`src/rtl/core/bfi_pkg.sv`:
```
// Package for the bloom filter insert block.
// Holds the store geometry, register indexes and field widths.
// No dependencies; every other file of the block but bfi_ram uses it.
package bfi_pkg;

  localparam int FILTER_BITS  = 2048;
  localparam int WORD_BITS    = 64;
  localparam int FILTER_WORDS = (FILTER_BITS + WORD_BITS - 1) / WORD_BITS;
  localparam int WORD_AW      = $clog2(FILTER_WORDS);
  localparam int BIT_AW       = $clog2(WORD_BITS);
  localparam int POS_W        = $clog2(FILTER_BITS);
  localparam int MAX_HASHES   = 8;

  localparam int HASH_W   = 64;
  localparam int ONES_W   = 12;
  localparam int INSERT_W = 16;
  localparam int CNT_W    = 4;
  localparam int IBITS_W  = 4;

  localparam int CFG_IDX_W  = 2;
  localparam int CFG_DATA_W = 16;

  localparam logic [CFG_IDX_W-1:0] CFG_NUM_HASHES   = 2'd0;
  localparam logic [CFG_IDX_W-1:0] CFG_INDEX_BITS   = 2'd1;
  localparam logic [CFG_IDX_W-1:0] CFG_MAX_ELEMENTS = 2'd2;

  localparam logic [CNT_W-1:0]    NUM_HASHES_RST   = 4'd5;
  localparam logic [IBITS_W-1:0]  INDEX_BITS_RST   = 4'd11;
  localparam logic [INSERT_W-1:0] MAX_ELEMENTS_RST = 16'd160;

endpackage

```
`src/rtl/core/bfi_in_if.sv`:
```
// Input channel of the bloom filter insert block: one hash per item.
// Depends on bfi_pkg for the field width.
interface bfi_in_if;
  logic                          valid;
  logic                          ready;
  logic [bfi_pkg::HASH_W-1:0]    hash_value;

  modport source (output valid, output hash_value, input ready);
  modport sink   (input valid, input hash_value, output ready);
endinterface

```
`src/rtl/core/bfi_out_if.sv`:
```
// Result channel of the bloom filter insert block: counts and overfull flag.
// Depends on bfi_pkg for the field widths.
interface bfi_out_if;
  logic                          valid;
  logic                          ready;
  logic [bfi_pkg::ONES_W-1:0]    bits_set_count;
  logic [bfi_pkg::INSERT_W-1:0]  insert_count;
  logic                          overfull;

  modport source (output valid, output bits_set_count, output insert_count,
                  output overfull, input ready);
  modport sink   (input valid, input bits_set_count, input insert_count,
                  input overfull, output ready);
endinterface

```
`src/rtl/core/bfi_ram.sv`:
```
// Generic single-write, single-read RAM with a registered read port.
// No dependencies.
module bfi_ram #(
  parameter int WIDTH = 64,
  parameter int DEPTH = 32
) (
  input  logic                     clk,
  input  logic                     wr_en,
  input  logic [$clog2(DEPTH)-1:0] wr_addr,
  input  logic [WIDTH-1:0]         wr_data,
  input  logic [$clog2(DEPTH)-1:0] rd_addr,
  output logic [WIDTH-1:0]         rd_data
);

  logic [WIDTH-1:0] mem [DEPTH];

  always_ff @(posedge clk) begin
    if (wr_en) begin
      mem[wr_addr] <= wr_data;
    end
    rd_data <= mem[rd_addr];
  end

endmodule

```
`src/rtl/core/bloom_filter_insert_top.sv`:
```
// Top level of the bloom filter insert block.
// Depends on bfi_pkg, bfi_in_if, bfi_out_if and bfi_ram.
//
// Usage:
//   in_ch carries one 64-bit hash per item. The block cuts num_hashes slices
//   of index_bits bits from it, starting at bit 0, and sets one bit of a
//   2048-bit filter store per slice. out_ch returns one item per insert: the
//   count of set bits, the saturating insert count and the overfull flag.
//   The cfg_ port writes num_hashes, index_bits and max_elements; write it
//   only while the block is idle.
// Sequence:
//   Each slice is a read-modify-write of one 64-bit word over the store's
//   read and write ports: a read state, then a write state. An insert with n
//   slices (n = num_hashes clamped to 8) runs n such pairs and then a finish
//   state, where its result is registered; in_ch.ready is low meanwhile. The
//   next item is accepted only once the block is back in idle.
// Reset and stalls:
//   Reset restores the register defaults, zeroes both counts and marks all
//   32 store words invalid, so they read as zero with no clearing pass.
//   A result waits in the output register while out_ch.ready is low; the
//   next item is still accepted, and its result waits until that one leaves.
module bloom_filter_insert_top (
  input  logic                             clk,
  input  logic                             rst_n,
  bfi_in_if.sink                           in_ch,
  bfi_out_if.source                        out_ch,
  input  logic                             cfg_wr_en,
  input  logic [bfi_pkg::CFG_IDX_W-1:0]    cfg_index,
  input  logic [bfi_pkg::CFG_DATA_W-1:0]   cfg_wdata
);

  typedef enum logic [1:0] {
    ST_IDLE,
    ST_READ,
    ST_WRITE,
    ST_FINISH
  } state_t;

  state_t state_r;

  logic [bfi_pkg::CNT_W-1:0]     num_hashes_r;
  logic [bfi_pkg::IBITS_W-1:0]   index_bits_r;
  logic [bfi_pkg::INSERT_W-1:0]  max_elements_r;

  logic [bfi_pkg::HASH_W-1:0]    hash_r;
  logic [bfi_pkg::CNT_W-1:0]     left_r;
  logic                          full_r;
  logic [bfi_pkg::WORD_AW-1:0]   word_r;
  logic [bfi_pkg::BIT_AW-1:0]    bit_r;
  logic [bfi_pkg::FILTER_WORDS-1:0] valid_r;
  logic [bfi_pkg::INSERT_W-1:0]  inserts_r;
  logic [bfi_pkg::ONES_W-1:0]    ones_r;

  logic                          out_valid_r;
  logic [bfi_pkg::ONES_W-1:0]    out_ones_r;
  logic [bfi_pkg::INSERT_W-1:0]  out_inserts_r;
  logic                          out_full_r;

  logic [bfi_pkg::CNT_W-1:0]     clamped_cnt;
  logic [bfi_pkg::POS_W-1:0]     idx_mask;
  logic [bfi_pkg::POS_W-1:0]     slice_pos;
  logic [bfi_pkg::WORD_BITS-1:0] rd_data;
  logic [bfi_pkg::WORD_BITS-1:0] old_word;
  logic [bfi_pkg::WORD_BITS-1:0] bit_onehot;
  logic                          ram_we;
  logic [bfi_pkg::INSERT_W-1:0]  inserts_nxt;
  logic                          out_free;

  assign clamped_cnt = (num_hashes_r > bfi_pkg::CNT_W'(bfi_pkg::MAX_HASHES))
                     ? bfi_pkg::CNT_W'(bfi_pkg::MAX_HASHES) : num_hashes_r;

  // Only the low bits of a slice survive the modulo by the store size.
  assign idx_mask = (index_bits_r >= bfi_pkg::IBITS_W'(bfi_pkg::POS_W))
                  ? '1 : ((bfi_pkg::POS_W'(1) << index_bits_r) - bfi_pkg::POS_W'(1));
  assign slice_pos = hash_r[bfi_pkg::POS_W-1:0] & idx_mask;

  assign old_word   = valid_r[word_r] ? rd_data : '0;
  assign bit_onehot = bfi_pkg::WORD_BITS'(1) << bit_r;
  assign ram_we     = (state_r == ST_WRITE) && !old_word[bit_r];

  assign inserts_nxt = (inserts_r == '1) ? inserts_r : inserts_r + 1'b1;
  assign out_free    = !out_valid_r || out_ch.ready;

  assign in_ch.ready           = (state_r == ST_IDLE);
  assign out_ch.valid          = out_valid_r;
  assign out_ch.bits_set_count = out_ones_r;
  assign out_ch.insert_count   = out_inserts_r;
  assign out_ch.overfull       = out_full_r;

  bfi_ram #(
    .WIDTH (bfi_pkg::WORD_BITS),
    .DEPTH (bfi_pkg::FILTER_WORDS)
  ) u_store (
    .clk     (clk),
    .wr_en   (ram_we),
    .wr_addr (word_r),
    .wr_data (old_word | bit_onehot),
    .rd_addr (slice_pos[bfi_pkg::POS_W-1:bfi_pkg::BIT_AW]),
    .rd_data (rd_data)
  );

  always_ff @(posedge clk) begin
    if (!rst_n) begin
      num_hashes_r   <= bfi_pkg::NUM_HASHES_RST;
      index_bits_r   <= bfi_pkg::INDEX_BITS_RST;
      max_elements_r <= bfi_pkg::MAX_ELEMENTS_RST;
    end else if (cfg_wr_en) begin
      unique case (cfg_index)
        bfi_pkg::CFG_NUM_HASHES:   num_hashes_r   <= cfg_wdata[bfi_pkg::CNT_W-1:0];
        bfi_pkg::CFG_INDEX_BITS:   index_bits_r   <= cfg_wdata[bfi_pkg::IBITS_W-1:0];
        bfi_pkg::CFG_MAX_ELEMENTS: max_elements_r <= cfg_wdata;
        default: ;
      endcase
    end
  end

  always_ff @(posedge clk) begin
    if (!rst_n) begin
      state_r     <= ST_IDLE;
      valid_r     <= '0;
      inserts_r   <= '0;
      ones_r      <= '0;
      out_valid_r <= 1'b0;
      left_r      <= '0;
    end else begin
      if ((state_r == ST_FINISH) && out_free) begin
        out_valid_r <= 1'b1;
      end else if (out_ch.ready) begin
        out_valid_r <= 1'b0;
      end
      unique case (state_r)
        ST_IDLE: begin
          if (in_ch.valid) begin
            hash_r  <= in_ch.hash_value;
            left_r  <= clamped_cnt;
            full_r  <= (inserts_r >= max_elements_r);
            state_r <= (clamped_cnt == '0) ? ST_FINISH : ST_READ;
          end
        end
        ST_READ: begin
          word_r  <= slice_pos[bfi_pkg::POS_W-1:bfi_pkg::BIT_AW];
          bit_r   <= slice_pos[bfi_pkg::BIT_AW-1:0];
          state_r <= ST_WRITE;
        end
        ST_WRITE: begin
          if (ram_we) begin
            valid_r[word_r] <= 1'b1;
            if (ones_r != '1) begin
              ones_r <= ones_r + 1'b1;
            end
          end
          hash_r  <= hash_r >> index_bits_r;
          left_r  <= left_r - 1'b1;
          state_r <= (left_r == bfi_pkg::CNT_W'(1)) ? ST_FINISH : ST_READ;
        end
        ST_FINISH: begin
          if (out_free) begin
            inserts_r     <= inserts_nxt;
            out_ones_r    <= ones_r;
            out_inserts_r <= inserts_nxt;
            out_full_r    <= full_r;
            state_r       <= ST_IDLE;
          end
        end
        default: state_r <= ST_IDLE;
      endcase
    end
  end

endmodule

```
`src/flat_wrapper.sv`:
```
// flat-port wrapper written by rule: the top's interface ports become plain ports
module bloom_filter_insert_top_flat 
  (clk, rst_n, cfg_wr_en, cfg_index, cfg_wdata, in_ch_valid, in_ch_hash_value, in_ch_ready, out_ch_valid, out_ch_bits_set_count, out_ch_insert_count, out_ch_overfull, out_ch_ready);
  bfi_in_if in_ch_i ();
  bfi_out_if out_ch_i ();
  input  logic clk;
  input  logic rst_n;
  input  logic cfg_wr_en;
  input  logic [bfi_pkg::CFG_IDX_W-1:0] cfg_index;
  input  logic [bfi_pkg::CFG_DATA_W-1:0] cfg_wdata;
  input wire logic [$bits(in_ch_i.valid)-1:0] in_ch_valid;
  input wire logic [$bits(in_ch_i.hash_value)-1:0] in_ch_hash_value;
  output wire logic [$bits(in_ch_i.ready)-1:0] in_ch_ready;
  output wire logic [$bits(out_ch_i.valid)-1:0] out_ch_valid;
  output wire logic [$bits(out_ch_i.bits_set_count)-1:0] out_ch_bits_set_count;
  output wire logic [$bits(out_ch_i.insert_count)-1:0] out_ch_insert_count;
  output wire logic [$bits(out_ch_i.overfull)-1:0] out_ch_overfull;
  input wire logic [$bits(out_ch_i.ready)-1:0] out_ch_ready;
  assign in_ch_i.valid = in_ch_valid;
  assign in_ch_i.hash_value = in_ch_hash_value;
  assign in_ch_ready = in_ch_i.ready;
  assign out_ch_valid = out_ch_i.valid;
  assign out_ch_bits_set_count = out_ch_i.bits_set_count;
  assign out_ch_insert_count = out_ch_i.insert_count;
  assign out_ch_overfull = out_ch_i.overfull;
  assign out_ch_i.ready = out_ch_ready;
  bloom_filter_insert_top u_core (.clk(clk), .rst_n(rst_n), .in_ch(in_ch_i), .out_ch(out_ch_i), .cfg_wr_en(cfg_wr_en), .cfg_index(cfg_index), .cfg_wdata(cfg_wdata));
endmodule
```
`config.mk`:
```
export PLATFORM = sky130hd
export DESIGN_NAME = bloom_filter_insert_top_flat
export DESIGN_NICKNAME = d
export VERILOG_FILES = /design/src/rtl/core/bfi_pkg.sv /design/src/rtl/core/bfi_in_if.sv /design/src/rtl/core/bfi_out_if.sv /design/src/rtl/core/bfi_ram.sv /design/src/rtl/core/bloom_filter_insert_top.sv /design/src/flat_wrapper.sv
export SDC_FILE = /design/constraint.sdc
export NUM_CORES = 2
export LEC_CHECK = 0
export BUFFER_PORTS_ARGS = -buffer_cell sky130_fd_sc_hd__buf_2
export CAP_MARGIN = 0
export CORE_MARGIN = 1.5
export CORE_UTILIZATION = 23
export DETAILED_ROUTE_END_ITERATION = 10
export MAX_ROUTING_LAYER = met4
export PLACE_DENSITY = 0.36
export SLEW_MARGIN = 5
export SYNTH_ARGS = -nofsm -noshare
export SYNTH_HDL_FRONTEND = slang
export SYNTH_SLANG_ARGS = --single-unit
```
`constraint.sdc`:
```
create_clock -name clk -period 6.5 [get_ports clk]
set_input_delay 0.65 -clock clk [delete_from_list [all_inputs] [get_ports clk]]
set_output_delay 0.65 -clock clk [all_outputs]
set_load 0.03 [all_outputs]
```
# Yosys cells after proc, flatten, opt, wreduce, memory -nomap -nowiden
# Memory sizes are Yosys's and may differ from the RTL's. A register that Yosys moved wholly into a read port is not among the register bits.
# Index checks and enable logic that the tools add are counted.
[op_classes]
mux = 23
n_reduce_logical = 23
eq_ne = 10
n_addsub = 4
n_shift = 3
n_bitwise = 3
order_cmp = 6
[ops]
columns = ["op", "n"]
rows = [
  ["$mux W64", 2],
  ["$pmux W64 S2", 1],
  ["$or A64 B64 Y64", 1],
  ["$shl A1 B6 Y64 const A", 1],
  ["$shr A64 B4 Y64", 1],
  ["$or A32 B32 Y32", 1],
  ["$add A16 B1 Y16 const B", 1],
  ["$eq A16 B16 Y1 const B", 1],
  ["$ge A16 B16 Y1", 1],
  ["$mux W16", 1],
  ["$reduce_and A2 Y1", 8],
  ["$add A12 B1 Y12 const B", 1],
  ["$ne A12 B12 Y1 const B", 1],
  ["$reduce_and A3 Y1", 4],
  ["$and A11 B11 Y11", 1],
  ["$mux W11", 1],
  ["$shl A1 B4 Y11 const A", 1],
  ["$sub A11 B1 Y11 const B", 1],
  ["$mux W2", 4],
  ["$mux W4", 2],
  ["$pmux W2 S4", 1],
  ["$pmux W4 S2", 1],
  ["$lt A6 B7 Y1 const B", 1],
  ["$mux W1", 7],
  ["19 further kinds", 27],
]
[totals]
mem_count = 1
output_inout_bits = 31
reg_bits = 196
ram_bits = 2048
[memory_table]
columns = ["memory", "words", "word_bits", "read_ports", "rd_clocked_by_memory_dff", "write_ports", "line_no", "source"]
rows = [
  ["u_core.u_store.mem", 32, 64, 1, 1, 1, "bfi_ram.sv:15", "logic [WIDTH-1:0] mem [DEPTH];"],
]

# Longest topological paths before layout
[depth]
depth_word = 9
mapped_depth = 18

# Modules after synthesis
# Synthesis repeated with hierarchy kept, for this count alone.
[unflattened]
hier_cells = 4499
area_unflattened_um2 = 91883.1
[modules_own_cells]
columns = ["module", "cells_each", "area_per_inst_um2", "instances"]
rows = [
  ["bfi_ram", 3109, 78950.7, 1],
  ["bloom_filter_insert_top", 1390, 12932.4, 1],
]

# Least setup slack after synthesis
# No wires, ideal clock.
[synth_timing]
path_kind = "input-to-reg"
from = "input port rst_n"
to = "register u_core.hash_r[0] (netlist name) (enable)"
setup_ns = 0.331
setup_slack_ns = 0.423
path_buffers = 1
cell_stages = 4
t_arrival_ns = 5.746
path_cell_list = "clkbuf_1 -> inv_2 -> nor3_1 -> a21boi_0"
[synth_via]
elab_chain_len = 1
[synth_lines]
columns = ["element", "line_no", "source"]
rows = [
  ["start: declaration", "flat_wrapper.sv:7", "input logic rst_n;"],
  ["$reduce_and A3 Y1 (no source line)", "-", ""],
  ["end signal: assignment", "bloom_filter_insert_top.sv:134", "hash_r <= in_ch.hash_value;"],
  ["end signal: assignment", "bloom_filter_insert_top.sv:152", "hash_r <= hash_r >> index_bits_r;"],
  ["end: declaration", "bloom_filter_insert_top.sv:45", "logic [bfi_pkg::HASH_W-1:0] hash_r;"],
]
# Every way passes these cells.
# A chain may end at the register's enable or synchronous reset.

# Worst setup path in the final report
[layout_timing]
from = "register u_core.word_r[1] (netlist name)"
to = "memory u_core.u_store.mem[6][7] (enable)"
[layout_via]
elab_chain_len = 9
[layout_lines]
columns = ["element", "line_no", "source"]
rows = [
  ["start: declaration", "bloom_filter_insert_top.sv:48", "logic [bfi_pkg::WORD_AW-1:0] word_r;"],
  ["start signal: assignment", "bloom_filter_insert_top.sv:141", "word_r <= slice_pos[bfi_pkg::POS_W-1:bfi_pkg::BIT_AW];"],
  ["$bmux W1 S5", "bloom_filter_insert_top.sv:77", "assign old_word = valid_r[word_r] ? rd_data : '0;"],
  ["$mux W1 (not written as such)", "bloom_filter_insert_top.sv:77", ""],
  ["$mux W64", "bloom_filter_insert_top.sv:77", ""],
  ["$bmux W1 S6", "bloom_filter_insert_top.sv:79", "assign ram_we = (state_r == ST_WRITE) && !old_word[bit_r];"],
  ["$mux W1 (not written as such)", "bloom_filter_insert_top.sv:79", ""],
  ["$logic_not A1 Y1", "bloom_filter_insert_top.sv:79", ""],
  ["$logic_and A1 B1 Y1", "bloom_filter_insert_top.sv:79", ""],
  ["$mux W1", "bfi_ram.sv:18", "if (wr_en) begin"],
  ["$mux W1 (not written as such)", "bfi_ram.sv:19", "mem[wr_addr] <= wr_data;"],
  ["end: declaration", "bfi_ram.sv:15", ""],
]
# Parallel ways exist; a longest one is shown, timed or not. The select of a mux whose other input is x is not followed.

==> results.yml <==
logic_synthesis:
  synthDistinctLibCells: 64
  synthTopCellsByArea: "edfxtp_1, mux4_2, mux2i_1"
  synth_async_sr_flop_share: 0
  ys_seq_area_frac: 0.739
  synthesis.area_um2: 91600
  yosysWarnings: 0
  avgSynthCellArea_um2: 19.4
  synth-seq-cells: 2308
  synth_edf_count: 2153
  ys.flop_type: "edfxtp_1"
  synth.largest_area_cell: "edfxtp_1"
  syn_inst: 4725
  synth_top_area_frac: 0.706
  syn_nets: 4834
drt:
  num_vias: 47148
  wl_per_cell_um: 27.8
  drtPass1Iterations: 7
  drtAntennaViolNets: 0
  drc: 0
  drtIter0Drc: 4006
  routed_wl_mm: 293
  avgViaCountPerCell: 4.48
floorplan:
  row_count: 231
  num_io_pins: 118
  dieHeight_um: 634
  fp.dieW_um: 634
  coreArea_um2: 396000
  initial_utilization: 0.231
  dieArea_um2: 402000
worst_setup_path:
  r2r_slack_ps: 1270
  reg2reg_depth: 9
  r2r-start: "u_core.word_r[1]"
  r2r-end: "u_core.u_store.mem[6][7]"
  crit_end: "u_core.u_store.mem[6][7]"
  crit_arrival_ps: 5750
  endpoint_kind: "flip-flop"
  critPathMaxFanout: 35
  cp-start-kind: "flip-flop"
  path_class: "reg2reg"
  worstPathRequired_ps: 7030
  critPathLaunch: "u_core.word_r[1]"
final_layout:
  drive_gt1_frac: 0.256
  fin_cells: 10522
  layout_common_cells: "edfxtp_1, mux4_2, nand2_1, mux2i_1, clkbuf_16"
  final_common_cell: "edfxtp_1"
  nFillCells: 39340
  nNetsFinal: 5160
  syn_to_final_growth_pct: 19.2
placed_design:
  hpwl_mm: 178
  dp_cells: 9973
  gp_congestion: 0.778
  pre_cts_ws_ps: 1340
  port_buffers: 117
pwr:
  leakagePower_nw: 34.6
  peakVddDrop_mv: 0.187
  p_per_area_nw_per_um2: 310
  power_w: 0.0338
sta:
  slew_headroom: 0.205
  tightest_slew_ps: 1190
  rsz0062_at_grt: "no"
  setup_violations: 0
  fin_ws_ps: 1270
  fin_crit_ps: 5230
  setup_tns_ps: 0
  hold_viol_final: 0
  fin_worst_skew_ps: 67.6
  period_share: 0.804
  finalMaxSlewViolations: 0
  max_freq_ghz: 0.191
global_route:
  grt_pass1_vias: 49146
  grt_overflow_total: 0
  grt_max_degree: 73
  grt_usage: 0.147
  grt_pass1_wl_mm: 406
  antenna_found_initial: 12
cts:
  cts_tree: "done"
  cts-buffers-inserted: 280
  cts_sinks: 2308
  cts_resized: 0
  path_clk_slew_ps: 60
  cts_post_setup_buffers_inserted: 0
  cts-root-buf: "clkbuf_16"
  clockBufferDepth: 4
  cts.htree.levels: 5
  clk_latency_ps: 920
  ctsHoldBuffers: 38
run_status:
  status: "finished clean"
min_path:
  hold_path.class: "in2reg"
flow_run:
  cap_violations: 0
sequential cells by signal (all words and copies together), names as in the netlist:
register	count
u_core.full_r	1
u_core.index_bits_r	4
u_core.out_ch.overfull	1
u_core.hash_r	64
u_core.max_elements_r	16
u_core.num_hashes_r	4
u_core.out_ch.insert_count	16
u_core.u_store.mem	2048
u_core.word_r	5
u_core.inserts_r	16
u_core.left_r	4
u_core.valid_r	32
u_core.out_ch.bits_set_count	12
u_core.out_ch.valid	1
u_core.bit_r	6
u_core.ones_r	12
u_core.state_r	2
u_core.u_store.rd_data	64
synth_stat cells, types with 10 or more instances:
master	count
dfxtp_1	155
nand3_1	41
edfxtp_1	2153
a22o_1	29
a32o_1	68
o21ai_0	59
o21a_1	10
a311o_1	14
o31ai_1	11
mux2i_1	329
or3_1	14
and3_1	18
buf_1	29
ha_1	22
o21ai_1	42
inv_1	37
a21oi_1	73
nand2_1	452
buf_4	33
xor2_1	10
o22ai_1	13
nor3_1	15
a221oi_1	66
buf_2	37
nor2b_1	11
and2_1	10
clkbuf_1	179
o21ai_2	16
mux4_2	543
nor2_1	117
xnor2_1	13
cell families (layout without fill, tap and decap cells):
kind of cell	count (synthesis)	after routing	synth area share
fa+ha+maj	22	22	0.00300
compound gates	444	444	0.0355
buf+inv	325	873	0.0157
other cells	0	7	0
flops	2308	2308	0.739
xor+xnor	23	23	0.00220
mux	880	880	0.170
simple gates	723	723	0.0337
worst min path at each step:
stage	start	endpoint	slack, ps	cells past startpoint
floorplan	u_core.full_r	u_core.out_ch.overfull	400	0
global placement	u_core.full_r	u_core.out_ch.overfull	410	0
detailed placement	u_core.full_r	u_core.out_ch.overfull	410	0
CTS	in_ch_hash_value[4]	u_core.hash_r[4]	0.3	3
global route	in_ch_hash_value[52]	u_core.hash_r[52]	50	2
finish	in_ch_hash_value[4]	u_core.hash_r[4]	90	3
area by class of cell:
class | instances | area, um2 | share of cell area
antenna | 7 | 17.5 | 0.000160
tap | 5242 | 6560 | 0.0600
sequential | 2308 | 67800 | 0.620
clock inverter | 129 | 1210 | 0.0111
clock buffer | 375 | 7680 | 0.0703
inverter | 40 | 155 | 0.00142
timing repair buffer | 329 | 2740 | 0.0250
multi-input combinational | 2092 | 23100 | 0.212
per-layer routing:
metal / vias to the layer above / track usage / share of wire / routed length [um]
li1: 20063 / - / - / -
met1: 25678 / 0.202 / 0.47 / 137000
met2: 1065 / 0.234 / 0.47 / 139000
met3: 342 / 0.0174 / 0.039 / 11500
met4: 0 / 0.0313 / 0.019 / 5530
met5: - / - / 0 / 0
critical path: stages (launching register included):
cell      delay (ps)
edfxtp_1         850
buf_4            300
mux2i_1          220
o22ai_1          120
nor4_1           710
mux2_2           380
o31ai_2          170
or3_1            730
nor2_4           880
buf_12           390
where the power goes:
group	internal [W]	leakage, nW	switching (W)
Sequential	0.0162	20.6	0.000209
Combinational	0.000853	9.68	0.00124
Clock	0.00904	4.32	0.00629
Total	0.0261	34.6	0.00773
per-stage QoR:
stage | instance area [um2] | util | hold WS (ps)
floorplan | 91600 | - | 400
detailed placement | 100000 | 0.252 | 408
global route | 109000 | 0.276 | 51.6
finish | 109000 | 0.276 | 87.4
global placement | 100000 | 0.252 | 406
CTS | 109000 | 0.276 | 0.289
Power figures use the tool's default switching activity.
